## config.mk

```make
export PLATFORM = sky130hd
export DESIGN_NAME = lfu_key_value_cache
export DESIGN_NICKNAME = d
export VERILOG_FILES = /design/src/hdl/lfu_pkg.sv /design/src/hdl/lfu_key_value_cache.sv
export SDC_FILE = /design/constraint.sdc
export NUM_CORES = 2
export LEC_CHECK = 0
export BUFFER_PORTS_ARGS = -buffer_cell sky130_fd_sc_hd__buf_2
export CAP_MARGIN = 20
export CELL_PAD_IN_SITES_DETAIL_PLACEMENT = 1
export CELL_PAD_IN_SITES_GLOBAL_PLACEMENT = 1
export CORE_MARGIN = 2
export CORE_UTILIZATION = 55
export DETAILED_ROUTE_END_ITERATION = 10
export GPL_TIMING_DRIVEN = 0
export PLACE_DENSITY = 0.85
export SLEW_MARGIN = 10
export SYNTH_ARGS = -nofsm -noshare
export SYNTH_HDL_FRONTEND = slang
export SYNTH_SLANG_ARGS = --single-unit
```

## constraint.sdc

```tcl
create_clock -name clk -period 11.9 [get_ports clk]
set_input_delay 0.595 -clock clk [delete_from_list [all_inputs] [get_ports clk]]
set_output_delay 0.595 -clock clk [all_outputs]
set_load 0.01 [all_outputs]
```

## src/hdl/lfu_pkg.sv

```systemverilog
`timescale 1ns / 1ps
`default_nettype none
// ----------------------------------------------------------------------------
// lfu_pkg
// Shared widths, defaults and operation codes of the LFU key-value cache.
// ----------------------------------------------------------------------------
package lfu_pkg;

    // field widths
    localparam int KEY_W  = 32;
    localparam int DATA_W = 32;
    localparam int CAP_W  = 5;

    // default sizing
    localparam int ENTRIES_DEF    = 16;
    localparam int COUNT_BITS_DEF = 16;

    // capacity register after reset
    localparam logic [CAP_W-1:0] CAP_RESET = 5'd16;

    // request operation codes
    localparam logic OP_GET = 1'b0;
    localparam logic OP_PUT = 1'b1;

endpackage
`default_nettype wire

```

## src/hdl/lfu_key_value_cache.sv

```systemverilog
`timescale 1ns / 1ps
`default_nettype none
// ----------------------------------------------------------------------------
// lfu_key_value_cache
// Fully associative key-value cache, least-frequently-used replacement with
// least-recently-used tie break, one sequential scan per request at nonzero capacity.
// ----------------------------------------------------------------------------
// A request (get or put) is taken when in_ready is high, then the block is
// busy: it scans every slot, one per cycle through the read ports of the
// key, data and use-count memories, checking for a match, counting valid
// slots, and tracking the first free slot and the eviction victim; a drain
// state lets the last read land, then the update state writes the update
// and loads the result. At capacity zero the scan and drain are skipped.
// The result waits in its output register, so the next request may be taken
// before it is read; only the update of that next request waits on it. No
// clearing pass is needed after reset: slot valid bits sit in flip-flops.
// Capacity is written through the cfg channel, which is always ready; the
// user must write it while the block is idle; the block does not enforce it.
// ----------------------------------------------------------------------------
module lfu_key_value_cache #(
    parameter int ENTRIES    = lfu_pkg::ENTRIES_DEF,
    parameter int COUNT_BITS = lfu_pkg::COUNT_BITS_DEF
) (
    input  wire logic                             clk,
    input  wire logic                             rst_n,
    // request channel
    input  wire logic                             in_valid,
    output logic                                  in_ready,
    input  wire logic                             op,
    input  wire logic signed [lfu_pkg::KEY_W-1:0] lookup_key,
    input  wire logic signed [lfu_pkg::DATA_W-1:0] write_value,
    // result channel
    output logic                                  out_valid,
    input  wire logic                             out_ready,
    output logic                                  found,
    output logic signed [lfu_pkg::DATA_W-1:0]     read_value,
    // configuration channel
    input  wire logic                             cfg_valid,
    output logic                                  cfg_ready,
    input  wire logic [lfu_pkg::CAP_W-1:0]        capacity_in_use
);
    import lfu_pkg::*;

    localparam int IDX_W = (ENTRIES > 1) ? $clog2(ENTRIES) : 1;
    localparam int CNT_W = $clog2(ENTRIES + 1);
    localparam logic [IDX_W-1:0] LAST_IDX = IDX_W'(ENTRIES - 1);

    typedef enum logic [3:0] {
        ST_IDLE   = 4'b0001,
        ST_SCAN   = 4'b0010,
        ST_DRAIN  = 4'b0100,
        ST_UPDATE = 4'b1000
    } state_t;

    // control registers
    state_t             state_reg, state_next;
    logic [CAP_W-1:0]   capacity_reg, capacity_next;
    logic [ENTRIES-1:0] valid_reg, valid_next;
    logic               out_valid_reg, out_valid_next;
    logic               cmp_vld_reg, cmp_vld_next;

    // request and scan registers
    logic              op_reg, op_next;
    logic [KEY_W-1:0]  key_reg, key_next;
    logic [DATA_W-1:0] value_reg, value_next;
    logic [CNT_W-1:0]  cap_reg, cap_next;
    logic              cap_zero_reg, cap_zero_next;
    logic [IDX_W-1:0]  scan_idx_reg, scan_idx_next;
    logic [IDX_W-1:0]  cmp_idx_reg, cmp_idx_next;
    logic              hit_reg, hit_next;
    logic [IDX_W-1:0]  hit_slot_reg, hit_slot_next;
    logic [DATA_W-1:0] hit_data_reg, hit_data_next;
    logic [COUNT_BITS-1:0] hit_cnt_reg, hit_cnt_next;
    logic [IDX_W-1:0]  hit_rank_reg, hit_rank_next;
    logic [CNT_W-1:0]  nvalid_reg, nvalid_next;
    logic              free_found_reg, free_found_next;
    logic [IDX_W-1:0]  free_slot_reg, free_slot_next;
    logic              vic_found_reg, vic_found_next;
    logic [IDX_W-1:0]  vic_slot_reg, vic_slot_next;
    logic [COUNT_BITS-1:0] vic_cnt_reg, vic_cnt_next;
    logic [IDX_W-1:0]  vic_rank_reg, vic_rank_next;
    logic [IDX_W-1:0]  rank_reg [ENTRIES];
    logic [IDX_W-1:0]  rank_next [ENTRIES];
    logic              found_reg, found_next;
    logic [DATA_W-1:0] read_value_reg, read_value_next;

    // slot memories
    logic [KEY_W-1:0]      key_mem [ENTRIES];
    logic [DATA_W-1:0]     data_mem [ENTRIES];
    logic [COUNT_BITS-1:0] cnt_mem [ENTRIES];
    logic [KEY_W-1:0]      rd_key_reg;
    logic [DATA_W-1:0]     rd_data_reg;
    logic [COUNT_BITS-1:0] rd_cnt_reg;

    logic                  key_we, data_we, cnt_we;
    logic [IDX_W-1:0]      wr_addr;
    logic [DATA_W-1:0]     data_wd;
    logic [COUNT_BITS-1:0] cnt_wd;

    // compare stage views
    logic             cmp_slot_valid;
    logic [IDX_W-1:0] cmp_rank;
    logic             upd_fire;
    logic             evict;
    logic [IDX_W-1:0] ins_slot;

    assign in_ready   = (state_reg == ST_IDLE);
    assign cfg_ready  = 1'b1;
    assign out_valid  = out_valid_reg;
    assign found      = found_reg;
    assign read_value = read_value_reg;

    assign cmp_slot_valid = valid_reg[cmp_idx_reg];
    assign cmp_rank       = rank_reg[cmp_idx_reg];
    assign upd_fire       = (state_reg == ST_UPDATE) && (!out_valid_reg || out_ready);
    assign evict          = (nvalid_reg >= cap_reg);
    assign ins_slot       = evict ? vic_slot_reg : free_slot_reg;

    // sequencer, scan trackers and update
    always_comb
    begin
        state_next      = state_reg;
        capacity_next   = capacity_reg;
        valid_next      = valid_reg;
        out_valid_next  = out_valid_reg;
        cmp_vld_next    = 1'b0;
        op_next         = op_reg;
        key_next        = key_reg;
        value_next      = value_reg;
        cap_next        = cap_reg;
        cap_zero_next   = cap_zero_reg;
        scan_idx_next   = scan_idx_reg;
        cmp_idx_next    = cmp_idx_reg;
        hit_next        = hit_reg;
        hit_slot_next   = hit_slot_reg;
        hit_data_next   = hit_data_reg;
        hit_cnt_next    = hit_cnt_reg;
        hit_rank_next   = hit_rank_reg;
        nvalid_next     = nvalid_reg;
        free_found_next = free_found_reg;
        free_slot_next  = free_slot_reg;
        vic_found_next  = vic_found_reg;
        vic_slot_next   = vic_slot_reg;
        vic_cnt_next    = vic_cnt_reg;
        vic_rank_next   = vic_rank_reg;
        found_next      = found_reg;
        read_value_next = read_value_reg;
        for (int i = 0; i < ENTRIES; i++)
        begin
            rank_next[i] = rank_reg[i];
        end
        key_we  = 1'b0;
        data_we = 1'b0;
        cnt_we  = 1'b0;
        wr_addr = hit_slot_reg;
        data_wd = value_reg;
        cnt_wd  = COUNT_BITS'(1);

        // configuration write
        if (cfg_valid)
        begin
            capacity_next = capacity_in_use;
        end

        // result taken
        if (out_valid_reg && out_ready)
        begin
            out_valid_next = 1'b0;
        end

        // compare one slot against the request
        if (cmp_vld_reg && cmp_slot_valid)
        begin
            nvalid_next = nvalid_reg + CNT_W'(1);
            if (rd_key_reg == key_reg)
            begin
                hit_next      = 1'b1;
                hit_slot_next = cmp_idx_reg;
                hit_data_next = rd_data_reg;
                hit_cnt_next  = rd_cnt_reg;
                hit_rank_next = cmp_rank;
            end
            if (!vic_found_reg || (rd_cnt_reg < vic_cnt_reg) ||
                ((rd_cnt_reg == vic_cnt_reg) && (cmp_rank > vic_rank_reg)))
            begin
                vic_found_next = 1'b1;
                vic_slot_next  = cmp_idx_reg;
                vic_cnt_next   = rd_cnt_reg;
                vic_rank_next  = cmp_rank;
            end
        end
        else if (cmp_vld_reg && !free_found_reg)
        begin
            free_found_next = 1'b1;
            free_slot_next  = cmp_idx_reg;
        end

        case (state_reg)
            ST_IDLE:
            begin
                if (in_valid)
                begin
                    op_next         = op;
                    key_next        = lookup_key;
                    value_next      = write_value;
                    scan_idx_next   = '0;
                    hit_next        = 1'b0;
                    nvalid_next     = '0;
                    free_found_next = 1'b0;
                    vic_found_next  = 1'b0;
                    if (32'(capacity_reg) >= 32'(ENTRIES))
                    begin
                        cap_next = CNT_W'(ENTRIES);
                    end
                    else
                    begin
                        cap_next = CNT_W'(capacity_reg);
                    end
                    cap_zero_next = (capacity_reg == '0);
                    state_next    = (capacity_reg == '0) ? ST_UPDATE : ST_SCAN;
                end
            end
            ST_SCAN:
            begin
                cmp_vld_next  = 1'b1;
                cmp_idx_next  = scan_idx_reg;
                scan_idx_next = scan_idx_reg + IDX_W'(1);
                if (scan_idx_reg == LAST_IDX)
                begin
                    state_next = ST_DRAIN;
                end
            end
            ST_DRAIN:
            begin
                state_next = ST_UPDATE;
            end
            ST_UPDATE:
            begin
                if (upd_fire)
                begin
                    state_next      = ST_IDLE;
                    out_valid_next  = 1'b1;
                    found_next      = 1'b0;
                    read_value_next = '0;
                    if (cap_zero_reg)
                    begin
                        found_next = 1'b0;
                    end
                    else if (hit_reg)
                    begin
                        // touch the hit slot
                        found_next = 1'b1;
                        if (op_reg == OP_GET)
                        begin
                            read_value_next = hit_data_reg;
                        end
                        else
                        begin
                            data_we = 1'b1;
                        end
                        cnt_we  = 1'b1;
                        wr_addr = hit_slot_reg;
                        cnt_wd  = (hit_cnt_reg == '1) ? hit_cnt_reg
                                                      : hit_cnt_reg + COUNT_BITS'(1);
                        for (int i = 0; i < ENTRIES; i++)
                        begin
                            if (valid_reg[i] && (rank_reg[i] < hit_rank_reg))
                            begin
                                rank_next[i] = rank_reg[i] + IDX_W'(1);
                            end
                        end
                        rank_next[hit_slot_reg] = '0;
                    end
                    else if (op_reg == OP_PUT)
                    begin
                        // insert, evicting the victim when at capacity
                        key_we  = 1'b1;
                        data_we = 1'b1;
                        cnt_we  = 1'b1;
                        wr_addr = ins_slot;
                        cnt_wd  = COUNT_BITS'(1);
                        for (int i = 0; i < ENTRIES; i++)
                        begin
                            if (valid_reg[i])
                            begin
                                if (evict && (rank_reg[i] > vic_rank_reg))
                                begin
                                    rank_next[i] = rank_reg[i];
                                end
                                else
                                begin
                                    rank_next[i] = rank_reg[i] + IDX_W'(1);
                                end
                            end
                        end
                        rank_next[ins_slot]  = '0;
                        valid_next[ins_slot] = 1'b1;
                    end
                end
            end
            default:
            begin
                state_next = ST_IDLE;
            end
        endcase
    end

    // control state
    always_ff @(posedge clk or negedge rst_n)
    begin
        if (!rst_n)
        begin
            state_reg     <= ST_IDLE;
            capacity_reg  <= CAP_RESET;
            valid_reg     <= '0;
            out_valid_reg <= 1'b0;
            cmp_vld_reg   <= 1'b0;
        end
        else
        begin
            state_reg     <= state_next;
            capacity_reg  <= capacity_next;
            valid_reg     <= valid_next;
            out_valid_reg <= out_valid_next;
            cmp_vld_reg   <= cmp_vld_next;
        end
    end

    // request, tracker and result payload
    always_ff @(posedge clk)
    begin
        op_reg         <= op_next;
        key_reg        <= key_next;
        value_reg      <= value_next;
        cap_reg        <= cap_next;
        cap_zero_reg   <= cap_zero_next;
        scan_idx_reg   <= scan_idx_next;
        cmp_idx_reg    <= cmp_idx_next;
        hit_reg        <= hit_next;
        hit_slot_reg   <= hit_slot_next;
        hit_data_reg   <= hit_data_next;
        hit_cnt_reg    <= hit_cnt_next;
        hit_rank_reg   <= hit_rank_next;
        nvalid_reg     <= nvalid_next;
        free_found_reg <= free_found_next;
        free_slot_reg  <= free_slot_next;
        vic_found_reg  <= vic_found_next;
        vic_slot_reg   <= vic_slot_next;
        vic_cnt_reg    <= vic_cnt_next;
        vic_rank_reg   <= vic_rank_next;
        found_reg      <= found_next;
        read_value_reg <= read_value_next;
        for (int i = 0; i < ENTRIES; i++)
        begin
            rank_reg[i] <= rank_next[i];
        end
    end

    // key memory
    always_ff @(posedge clk)
    begin
        if (key_we)
        begin
            key_mem[wr_addr] <= key_reg;
        end
        rd_key_reg <= key_mem[scan_idx_reg];
    end

    // data memory
    always_ff @(posedge clk)
    begin
        if (data_we)
        begin
            data_mem[wr_addr] <= data_wd;
        end
        rd_data_reg <= data_mem[scan_idx_reg];
    end

    // use-count memory
    always_ff @(posedge clk)
    begin
        if (cnt_we)
        begin
            cnt_mem[wr_addr] <= cnt_wd;
        end
        rd_cnt_reg <= cnt_mem[scan_idx_reg];
    end

endmodule
`default_nettype wire

```

==> results by group <==
Outcome
  – Status: completed

Clock network
  – Clock sinks: 1,659
  – CTS root buf: clkbuf_16
  – Clock transition at path regs: 0.07 ns
  – CTS tree: yes
  – H-tree levels: 4
  – Clock Path Buffers: 3
  – TritonCTS Buffers: 162
  – Clk_lat worst skew: 0.85 ns

Finish
  – Nets: 4,181
  – Post-route insts no fill: 5,728
  – Leading registers by flop count: data_mem: 512 flops, key_mem: 512 flops, cnt_mem: 256 flops
  – Commonest non-fill, non-tap cell in the layout: edfxtp_1
  – Layout area overhead: 15.9%
  – Most frequent cells in the layout: edfxtp_1 (1,540), mux4_2 (423), clkbuf_16 (164)
  – Share of cells above drive strength 1: 25.9%

STA
  – # setup viols final: 0
  – Slew Limit Fails: 0
  – Max-Slew Margin vs Limit: 21.5%
  – RSZ-0062 raised after global routing: false
  – Min cycle time layout: 4.54 ns
  – Tcrit/Tclk final: 38.2%
  – Clock Skew: 0.0551 ns
  – Post-route setup slack: 7.36 ns
  – Peak Freq: 220 MHz
  – Final TNS setup: 0 ns
  – Fin. Hold Viols: 0
  – Measured slew at the worst slew-check pin: 1.18 ns

Floorplan
  – Die ar.: 126,000 um^2
  – Core ar.: 123,000 um^2
  – Starting Density: 55.2%
  – Site Rows: 129
  – Overall die height: 356 um
  – Width of the die: 356 um
  – IO Pins: 111

GRT
  – Antenna violations before repair: 9
  – Global-route wire length before repair: 329,000 um
  – Total GRT Usage: 37.4%
  – GRT Residual Overflow: 0
  – Vias in the first global route: 42,474
  – Largest net degree at the start of global routing: 42

Setup path
  – Crit path kind: reg -> reg
  – CP Data Arrival Time: 5.05 ns
  – Worst EP required: 12.41 ns
  – Crit start category: flip-flop
  – Max Fanout on Critical Path: 17
  – Kind of end point of the critical path: flip-flop

Flow run
  – Max Cap Viol: 0

Logic synthesis
  – Top FF cell, synth: edfxtp_1
  – Most area-hungry cell type in the Yosys netlist: edfxtp_1
  – Post-synth top area share: 68.0%
  – Yosys reg bits: 1,659
  – Synth Warn #: 0
  – Syn avg cell area: 19.3 um^2
  – Syn Inst Count: 3,528
  – Synth unique cells: 107
  – Largest cells by area after synthesis: edfxtp_1 (68%), mux4_2 (14%), ha_1 (2.9%)
  – Asr flop ratio synth: 1.63%
  – Mapped cell area: 68,000 um^2
  – Sequential area share after synthesis: 71.7%
  – Net Count, Synth: 3,759
  – EDFF count, synth: 1,540

Placed design
  – Placed cells: 5,345
  – Port Buffers: 109
  – GP Congestion: 0.932
  – Setup WS pre-CTS: 7.63 ns
  – DP Wirelength: 126,000 um

Pwr
  – Sequential Power Share: 45.0%
  – Leak Pwr: 26.1 nW
  – Cell Pwr Density: 206 nW/um^2
  – Combinational power share: 20.4%
  – Int Pwr: 11.3 mW
  – Clock power share: 34.6%
  – Sw Pwr: 4.91 mW
  – Peak supply drop: 0.187 mV
  – Sw Ratio: 30.3%

Drt
  – First-pass iteration count of the detailed router: 8
  – DRC: 0
  – Post-DR vias/cell: 7.21
  – Vias: 41,298
  – WL final: 233,000 um
  – Wirelength per Cell: 40.7 um
  – Initial DRC count: 6,467
  – Post-route antenna net violation count: 0

Min path
  – Worst hold path type: in -> reg
logic make-up after synthesis:
logic type               count (synthesis)  share of synthesized area [%]
AO/OA/AOI/OAI                          418                           4.50
XOR/XNOR                                56                          0.721
flip-flops                            1659                           71.7
other                                    1                        0.00551
multiplexers                           460                           14.6
adder cells (fa/ha/maj)                156                           2.87
AND/OR/NAND/NOR                        519                           3.95
buffers and inverters                  259                           1.64
timing repair:
item,4_1_cts,5_1_grt
endpoints found under the hold margin,86,1
buffers inserted,0,0
gates resized for setup,0,0
hold buffers,62,1
layout make-up:
cell class                 count  area [um^2]
sequential                  1659        48800
fill                       10157        44300
multi-input combinational   1610        18500
clock buffer                 207         4360
timing repair buffer         258         2840
tap                         1637         2050
clock inverter                96         1210
buffer                       145          691
inverter                     114          433
antenna                        2         5.00
per-stage QoR:
step | power [mW] | hold WS [ns] | area, um^2 | utilization (%)
floorplan | 9.23 | 0.299 | 68000 | -
global placement | 10.1 | 0.387 | 70600 | 57.3
detailed placement | 10.4 | 0.390 | 72400 | 58.8
CTS | 16.0 | 0.000779 | 78600 | 63.8
global route | 16.5 | 0.00344 | 78800 | 64.0
finish | 16.2 | 0.0199 | 78800 | 64.0
worst paths after layout:
| check | start | endpoint | slack, ns | depth (start not counted) |
|---|---|---|---|---|
| worst min register to register | rd_data_reg[26] | hit_data_reg[26] | 0.41 | 0 |
| max in group asynchronous | rst_n | valid_reg[15] | 11.09 | 2 |
| worst max register to register | nvalid_reg[0] | key_mem[0][9] | 7.36 | 11 |
| worst min-delay path | write_value[0] | data_wd[0] | 0.02 | 1 |
| min in group asynchronous | rst_n | valid_reg[2] | 0.32 | 2 |
| worst max-delay path | nvalid_reg[0] | key_mem[0][9] | 7.36 | 11 |
synth_stat cells (all sizes together) (9+ instances only):
master,n
a211oi,23
a21o,23
a21oi,77
a22o,11
a22oi,9
a31oi,29
and2,46
and3,15
buf,72
clkbuf,73
dfrtp,25
dfxtp,92
edfxtp,1540
ha,156
inv,113
mux2,15
mux2i,21
mux4,424
nand2,74
nand2b,46
nand3,58
nand4,27
nor2,147
nor2b,28
nor3,22
nor4,13
o211ai,22
o21a,20
o21ai,74
o22ai,21
o31ai,11
or2,9
xor2,51
per-layer routing:
| metal | vias up | part of all wire, % | global-route usage (%) |
|---|---|---|---|
| li1 | 15330 | - | - |
| met5 | - | 0.012 | 0 |
| met4 | 4 | 6.9 | 22.1 |
| met2 | 3864 | 49 | 61.0 |
| met3 | 959 | 11 | 7.70 |
| met1 | 21141 | 33 | 46.8 |
power by group through the flow:
stage               registers [mW]  clock network (mW)  logic [mW]
global route                  7.32                5.78        3.41
CTS                           7.26                5.53        3.19
global placement              7.31                   0        2.83
detailed placement            7.35                   0        3.02
floorplan                     7.18                   0        2.04
finish                        7.30                5.62        3.31
critical path: stages (launching register included):
cell     delay, ns
dfxtp_1       0.42
inv_1         0.07
ha_1          0.35
nor2b_4       0.08
o21a_4        0.27
o21ai_4       0.22
buf_6         0.24
mux2i_1       0.49
buf_2         0.41
nand3_1       0.47
nor2_4        0.90
buf_16        0.26
(Power assumes the default switching activity.)
